$ cat config.mk
export PLATFORM = sky130hd
export DESIGN_NAME = plc_lane
export DESIGN_NICKNAME = d
export VERILOG_FILES = /design/src/plc_pkg.sv /design/src/plc_lane.sv
export SDC_FILE = /design/constraint.sdc
export NUM_CORES = 1
export LEC_CHECK = 0
export ABC_AREA = 1
export BUFFER_PORTS_ARGS = -buffer_cell sky130_fd_sc_hd__buf_2
export CORE_ASPECT_RATIO = 0.75
export CORE_MARGIN = 10
export CORE_UTILIZATION = 35
export DETAILED_ROUTE_END_ITERATION = 7
export PLACE_DENSITY = 0.56
export SLEW_MARGIN = 20
export SYNTH_ARGS = -nofsm -noshare
export SYNTH_HDL_FRONTEND = slang
export SYNTH_SLANG_ARGS = --single-unit
$ cat constraint.sdc
create_clock -name vclk -period 20.9
set_clock_uncertainty 0.05 [all_clocks]
set_input_delay 2.09 -clock vclk [all_inputs]
set_output_delay 2.09 -clock vclk [all_outputs]
set_load 0.05 [all_outputs]
$ cat src/plc_pkg.sv
// package for the priority layer pixel compositor
// transaction structs, register codes and pixel field constants; no dependencies
package plc_pkg;

    localparam int unsigned PixelW = 32;
    localparam int unsigned MaxLayers = 8;

    // configuration register indexes
    localparam logic [1:0] RegBlendMode = 2'd0;
    localparam logic [1:0] RegOutFormat = 2'd1;

    // blend modes
    localparam logic [1:0] ModeAlphaTop = 2'd0;
    localparam logic [1:0] ModeAlphaBot = 2'd1;
    localparam logic [1:0] ModeSatAdd = 2'd2;

    // display formats
    localparam logic [1:0] FmtArgb8888 = 2'd0;
    localparam logic [1:0] FmtRgb555 = 2'd1;
    localparam logic [1:0] FmtRgb565 = 2'd2;

    localparam logic [5:0] AlphaFull = 6'h3F;

    typedef struct packed {
        logic [31:0] layer0_pixel;
        logic [31:0] layer1_pixel;
        logic [31:0] layer2_pixel;
        logic [31:0] layer3_pixel;
        logic [31:0] layer4_pixel;
        logic [31:0] layer5_pixel;
        logic [31:0] layer6_pixel;
        logic [31:0] layer7_pixel;
    } t_in;

    typedef struct packed {
        logic [31:0] composed_pixel;
        logic [31:0] display_pixel;
        logic        pixel_present;
    } t_out;

endpackage

$ cat src/plc_lane.sv
// one layer lane: puts a layer pixel over the composite of the layers below
// depends on plc_pkg
module plc_lane (
    input  logic [31:0] i_pixel,
    input  logic [31:0] i_below,
    input  logic [1:0]  i_mode,
    output logic [31:0] o_pixel
);
    import plc_pkg::*;

    logic       transp;
    logic [7:0] w;
    logic [5:0] a_out;
    logic [7:0] wch [3];
    logic [7:0] sch [3];

    // division by 255 for products up to 255*255
    function automatic logic [7:0] div255(input logic [15:0] x);
        logic [16:0] s;
        s = {1'b0, x} + 17'(x[15:8]) + 17'd1;
        return s[15:8];
    endfunction

    // transparency test per mode
    always_comb begin
        if (i_mode == ModeAlphaBot || i_mode == ModeSatAdd) begin
            transp = i_pixel[31];
        end else begin
            transp = (i_pixel[29:24] != AlphaFull);
        end
    end

    // blend weight and result alpha
    always_comb begin
        if (i_mode == ModeAlphaBot) begin
            w     = {i_below[29:24], 2'b11};
            a_out = i_pixel[29:24];
        end else begin
            w     = {i_pixel[29:24], 2'b11};
            a_out = AlphaFull;
        end
    end

    // per channel weighted and saturating sums
    always_comb begin
        for (int c = 0; c < 3; c++) begin
            logic [7:0] t;
            logic [7:0] b;
            logic [8:0] s;
            t = i_pixel[c*8 +: 8];
            b = i_below[c*8 +: 8];
            wch[c] = div255(16'(t) * 16'(w)) + div255(16'(b) * 16'(8'hFF - w));
            s = {1'b0, t} + {1'b0, b};
            sch[c] = s[8] ? 8'hFF : s[7:0];
        end
    end

    // select pass, empty or blend
    always_comb begin
        if (i_pixel == '0) begin
            o_pixel = i_below;
        end else if (!transp) begin
            o_pixel = i_pixel;
        end else if (i_mode == ModeSatAdd) begin
            o_pixel = {2'b00, AlphaFull, sch[2], sch[1], sch[0]};
        end else begin
            o_pixel = {2'b00, a_out, wch[2], wch[1], wch[0]};
        end
    end

endmodule

## Word-level counts from Yosys, hierarchy flattened

Index checks and enable logic that the tools add are counted.
Widths: inputs -> output; s select.

- Output and inout port bits: 32
- Word-level logic and storage cells: 39
- Register bits: 0
- Bits of input ports: 66

- Reductions and logical operators: 2
- Multiply operators: 6
- Equal/unequal tests: 3
- Add/subtract/negate cells: 19
- Mux-type cells: 9

Operator list:

| cell | count |
|---|---|
| $add 16x1->16 const B | 6 |
| $add 16x8->16 | 6 |
| $mux 32 | 2 |
| $mul 8x8->16 | 3 |
| $logic_not 32->1 | 1 |
| $mul 8x16->16 | 2 |
| $mux 8 | 4 |
| $mux 30 | 1 |
| $add 8x8->9 | 3 |
| $add 8x8->8 | 3 |
| $mul 9x9->16 | 1 |
| $sub 8x8->9 const A | 1 |
| $mux 6 | 1 |
| $ne 6x6->1 const B | 1 |
| $eq 2x1->1 const B | 1 |
| $eq 2x2->1 const B | 1 |
| $logic_or 1x1->1 | 1 |
| $mux 1 | 1 |

## Longest topological paths before layout

- Depth after elaboration: 10
- Depth in mapped cells: 53
- Depth with buffers taken out: 51

## Worst setup path before layout

OpenSTA, ideal clock, no wires.

- Path type: input port to output port
- Start: input i_mode[1]
- End: output o_pixel[5]
- Arrival: 9.983 ns
- Buffers on the path: 3
- Data required time: 18.760 ns
- Setup slack: 8.777 ns
- Stages on the path: 41
- Cell sequence: inv_1 ha_1 buf_1 o21a_1 clkbuf_1 clkbuf_1 nand2_1 fa_1 fa_1 inv_1 fa_1 inv_1 fa_1 inv_1 ha_1 nand2_1 o21ai_1 a21oi_1 [... 5 more ...] nand2_1 nand2_1 a21oi_1 o21ai_1 nand2_1 nand2_1 nand2_2 nor2_2 xor2_1 ha_1 a21o_1 a31oi_1 inv_1 a21oi_1 o21ai_0 xor2_1 o221ai_1 a22oi_1

- Longest elaborated chain between the ends: 10
- Elaborated cells between the ends (all ways): 16
- Classes of those cells: add/sub: 6; mul: 2; eq/ne: 2; mux: 5; reduce/logical: 1

Ends and longest elaborated chain:

| element | line | RTL |
|---|---|---|
| start: declaration | plc_lane.sv:6 | `input logic [1:0] i_mode,` |
| $eq 2x1->1 | plc_lane.sv:26, plc_lane.sv:35 |  |
| $mux 8 | plc_lane.sv:35 | `if (i_mode == ModeAlphaBot) begin` |
| $sub 8x8->9 | plc_lane.sv:52 | `wch[c] = div255(16'(t) * 16'(w)) + div255(16'(b) * 16'(8'hFF - w));` |
| $mul 8x16->16 | plc_lane.sv:52 |  |
| $add 16x8->16 | plc_lane.sv:20 | `s = {1'b0, x} + 17'(x[15:8]) + 17'd1;` |
| $add 16x1->16 | plc_lane.sv:20 |  |
| $add 8x8->8 | plc_lane.sv:52 |  |
| $mux 30 | plc_lane.sv:64 | `end else if (i_mode == ModeSatAdd) begin` |
| $mux 32 * | plc_lane.sv:62 | `end else if (!transp) begin` |
| $mux 32 * | plc_lane.sv:60 | `if (i_pixel == '0) begin` |
| end: declaration | plc_lane.sv:7 | `output logic [31:0] o_pixel` |

Mark *: on every way between the ends. The rest lies on a longest branch, timed or not.

## Worst setup path in the final report

Ends and elaborated chain as after synthesis.

==> flow_results.xml <==
<?xml version="1.0" encoding="UTF-8"?>
<metrics>
  <group name="layout">
    <metric name="fillerInstances" unit="">4788</metric>
    <metric name="final_core_utilization" unit="">0.381</metric>
    <metric name="area_growth" unit="%">7.35</metric>
    <metric name="layout.nets" unit="">2938</metric>
    <metric name="drive_above_1_share" unit="">0.0675</metric>
    <metric name="num-clock-buffers" unit="">0</metric>
    <metric name="seqCellArea" unit="sq um">0</metric>
    <metric name="n_sequential_cell" unit="">0</metric>
  </group>
  <group name="floorplanning">
    <metric name="io-pin-count" unit="">98</metric>
    <metric name="design.die.area" unit="sq mm">0.0543</metric>
    <metric name="die_w" unit="um">266</metric>
    <metric name="coreArea" unit="sq mm">0.0447</metric>
    <metric name="num_rows" unit="">67</metric>
    <metric name="die_height" unit="um">204</metric>
    <metric name="starting_density_of_the_core" unit="">0.354</metric>
  </group>
  <group name="sta">
    <metric name="final-hold-violation-count" unit="">0</metric>
    <metric name="min_period" unit="ns">13.27</metric>
    <metric name="fmax" unit="GHz">0.0754</metric>
    <metric name="max_slew.worst_pin.slew" unit="ns">1.00</metric>
    <metric name="final.period_utilization" unit="">0.635</metric>
    <metric name="grt_setup_unrepaired" unit="">no</metric>
    <metric name="setup_tns" unit="ns">0</metric>
    <metric name="slew_headroom" unit="">0.329</metric>
    <metric name="finalMaxSlewViolations" unit="">0</metric>
    <metric name="setup_viol" unit="">0</metric>
  </group>
  <group name="synthesis">
    <metric name="synth.distinct_cells" unit="">45</metric>
    <metric name="synth_top_area_share" unit="">0.237</metric>
    <metric name="synth-warning-count" unit="">0</metric>
    <metric name="post_synth.cell_area_avg" unit="sq um">6.84</metric>
    <metric name="synth.cell_area" unit="sq mm">0.0158</metric>
    <metric name="seq_area_frac_synth" unit="">0</metric>
    <metric name="netlist_top_cells_count" unit="">sky130_fd_sc_hd__inv_1 (493), sky130_fd_sc_hd__nand2_1 (410), sky130_fd_sc_hd__nor2_1 (304)</metric>
    <metric name="post_synth_inst_count" unit="">2314</metric>
    <metric name="synth_fp_nets" unit="">2866</metric>
    <metric name="netlist.top_cell.by_area" unit="">sky130_fd_sc_hd__ha_1</metric>
    <metric name="largest_cells_by_area_after_synthesis" unit="">sky130_fd_sc_hd__ha_1 (24%), sky130_fd_sc_hd__fa_1 (24%), sky130_fd_sc_hd__inv_1 (12%)</metric>
    <metric name="synth.most_common_cell" unit="">sky130_fd_sc_hd__inv_1</metric>
  </group>
  <group name="routing">
    <metric name="remaining_drc_errors" unit="">0</metric>
    <metric name="antenna_violating_nets_post_route" unit="">0</metric>
    <metric name="via_count" unit="">15200</metric>
    <metric name="wl_final" unit="um">51100</metric>
    <metric name="drt_wl_cell" unit="um">17.2</metric>
    <metric name="initial_drt_pass_iterations" unit="">6</metric>
    <metric name="drt_iter0_markers" unit="">1181</metric>
    <metric name="detail_route.vias_per_cell" unit="">5.10</metric>
  </group>
  <group name="setup_path">
    <metric name="critical_path.startpoint_type" unit="">input port</metric>
    <metric name="timing.critical_path.arrival" unit="ns">11.13</metric>
    <metric name="crit_path_top_delay_cell" unit="">sky130_fd_sc_hd__clkinv_1</metric>
    <metric name="timing.critical_path.mode_cell" unit="">sky130_fd_sc_hd__nand2_1</metric>
    <metric name="worst_setup_path_end_kind" unit="">output port</metric>
    <metric name="worst_path_largest_cell_delay" unit="ns">0.80</metric>
    <metric name="timing.setup.critical_path_class" unit="">in2out</metric>
    <metric name="critPathMaxFanout" unit="">26</metric>
    <metric name="cp.required" unit="ns">18.76</metric>
  </group>
  <group name="grt">
    <metric name="grt_max_degree" unit="">46</metric>
    <metric name="overflow" unit="">0</metric>
    <metric name="vias_in_the_first_global_route" unit="">15100</metric>
    <metric name="grt.total_usage" unit="">0.187</metric>
    <metric name="wire_length_of_the_first_global_routing_pass" unit="um">81500</metric>
    <metric name="grt_antenna_before_repair" unit="">2</metric>
  </group>
  <group name="place">
    <metric name="port-buffer-count" unit="">98</metric>
    <metric name="hpwlAfterDp" unit="um">43700</metric>
    <metric name="gp_congestion" unit="">0.922</metric>
  </group>
  <group name="worst_hold_path">
    <metric name="hold_path_class" unit="">in2out</metric>
  </group>
  <group name="clocking">
    <metric name="resized_gates_after_cts" unit="">0</metric>
    <metric name="post_cts.repair.setup_buffers" unit="">0</metric>
    <metric name="postCtsHoldBufs" unit="">0</metric>
  </group>
  <group name="job">
    <metric name="cap_viol_max_count" unit="">0</metric>
  </group>
  <group name="status">
    <metric name="outcome" unit="">completed</metric>
  </group>
</metrics>
## per-layer routing
metal,vias up,share of wire,GRT usage
met3,32,0.10,0.0459
met5,-,0,0
met1,7218,0.48,0.269
met2,515,0.41,0.286
met4,0,0.0081,0.0159
li1,7391,-,-
## final timing paths
kind           to  depth (start not counted)         from
max    o_pixel[5]                         42    i_mode[1]
min   o_pixel[31]                          4  i_below[31]
## cell usage in the layout (no fill, tap or decap), types with 7 or more instances in the layout
cell type / count
sky130_fd_sc_hd__o221ai_1: 11
sky130_fd_sc_hd__buf_4: 11
sky130_fd_sc_hd__xnor2_1: 24
sky130_fd_sc_hd__nand2_1: 410
sky130_fd_sc_hd__nand2_2: 8
sky130_fd_sc_hd__clkinv_1: 11
sky130_fd_sc_hd__nor3_1: 11
sky130_fd_sc_hd__fa_1: 186
sky130_fd_sc_hd__nor2_1: 304
sky130_fd_sc_hd__inv_1: 493
sky130_fd_sc_hd__o21a_1: 8
sky130_fd_sc_hd__nor2_2: 8
sky130_fd_sc_hd__buf_2: 98
sky130_fd_sc_hd__nand4_1: 32
sky130_fd_sc_hd__a22oi_1: 15
sky130_fd_sc_hd__o21bai_1: 9
sky130_fd_sc_hd__ha_1: 300
sky130_fd_sc_hd__xor2_1: 73
sky130_fd_sc_hd__nand3_1: 106
sky130_fd_sc_hd__o21ai_0: 49
sky130_fd_sc_hd__o21ai_1: 10
sky130_fd_sc_hd__a31oi_1: 10
sky130_fd_sc_hd__nand3b_1: 7
sky130_fd_sc_hd__a21oi_1: 128
## area by class of cell
| class | instances | area [sq um] | area share |
|---|---|---|---|
| multi-input cells | 1766 | 13800 | 0.811 |
| inverters | 509 | 1910 | 0.112 |
| well taps | 586 | 733 | 0.0431 |
| repair buffers | 109 | 573 | 0.0337 |
| diodes | 1 | 2.50 | 0.000147 |
## per-stage QoR
| step | hold WS [ns] | area, sq um | std cells | setup slack, ns |
|---|---|---|---|---|
| floorplan | 4.36 | 15800 | 2314 | 8.78 |
| finish | 4.58 | 17000 | 2971 | 7.63 |
| CTS | 4.57 | 17000 | 2970 | 7.72 |
| global route | 4.61 | 17000 | 2970 | 6.90 |
| global placement | 4.55 | 17000 | 2970 | 7.90 |
| detailed placement | 4.56 | 17000 | 2970 | 7.76 |
## logic make-up after synthesis
group | count (synthesis) | share of synthesized area
XOR/XNOR | 101 | 0.0577
AO/OA/AOI/OAI | 270 | 0.0990
buffers and inverters | 548 | 0.130
adder cells (fa/ha/maj) | 486 | 0.472
AND/OR/NAND/NOR | 909 | 0.241
## critical path, delay by kind of cell
| family | cells | cell delay [ns] |
|---|---|---|
| AO/OA/AOI/OAI | 11 | 1.69 |
| XOR/XNOR | 3 | 0.93 |
| AND/OR/NAND/NOR | 10 | 1.06 |
| adder cells (fa/ha/maj) | 8 | 3.67 |
| buffers and inverters | 10 | 1.66 |
Power is not shown: default switching activity piles up to over one toggle a cycle in this logic, so the estimate is an artifact.
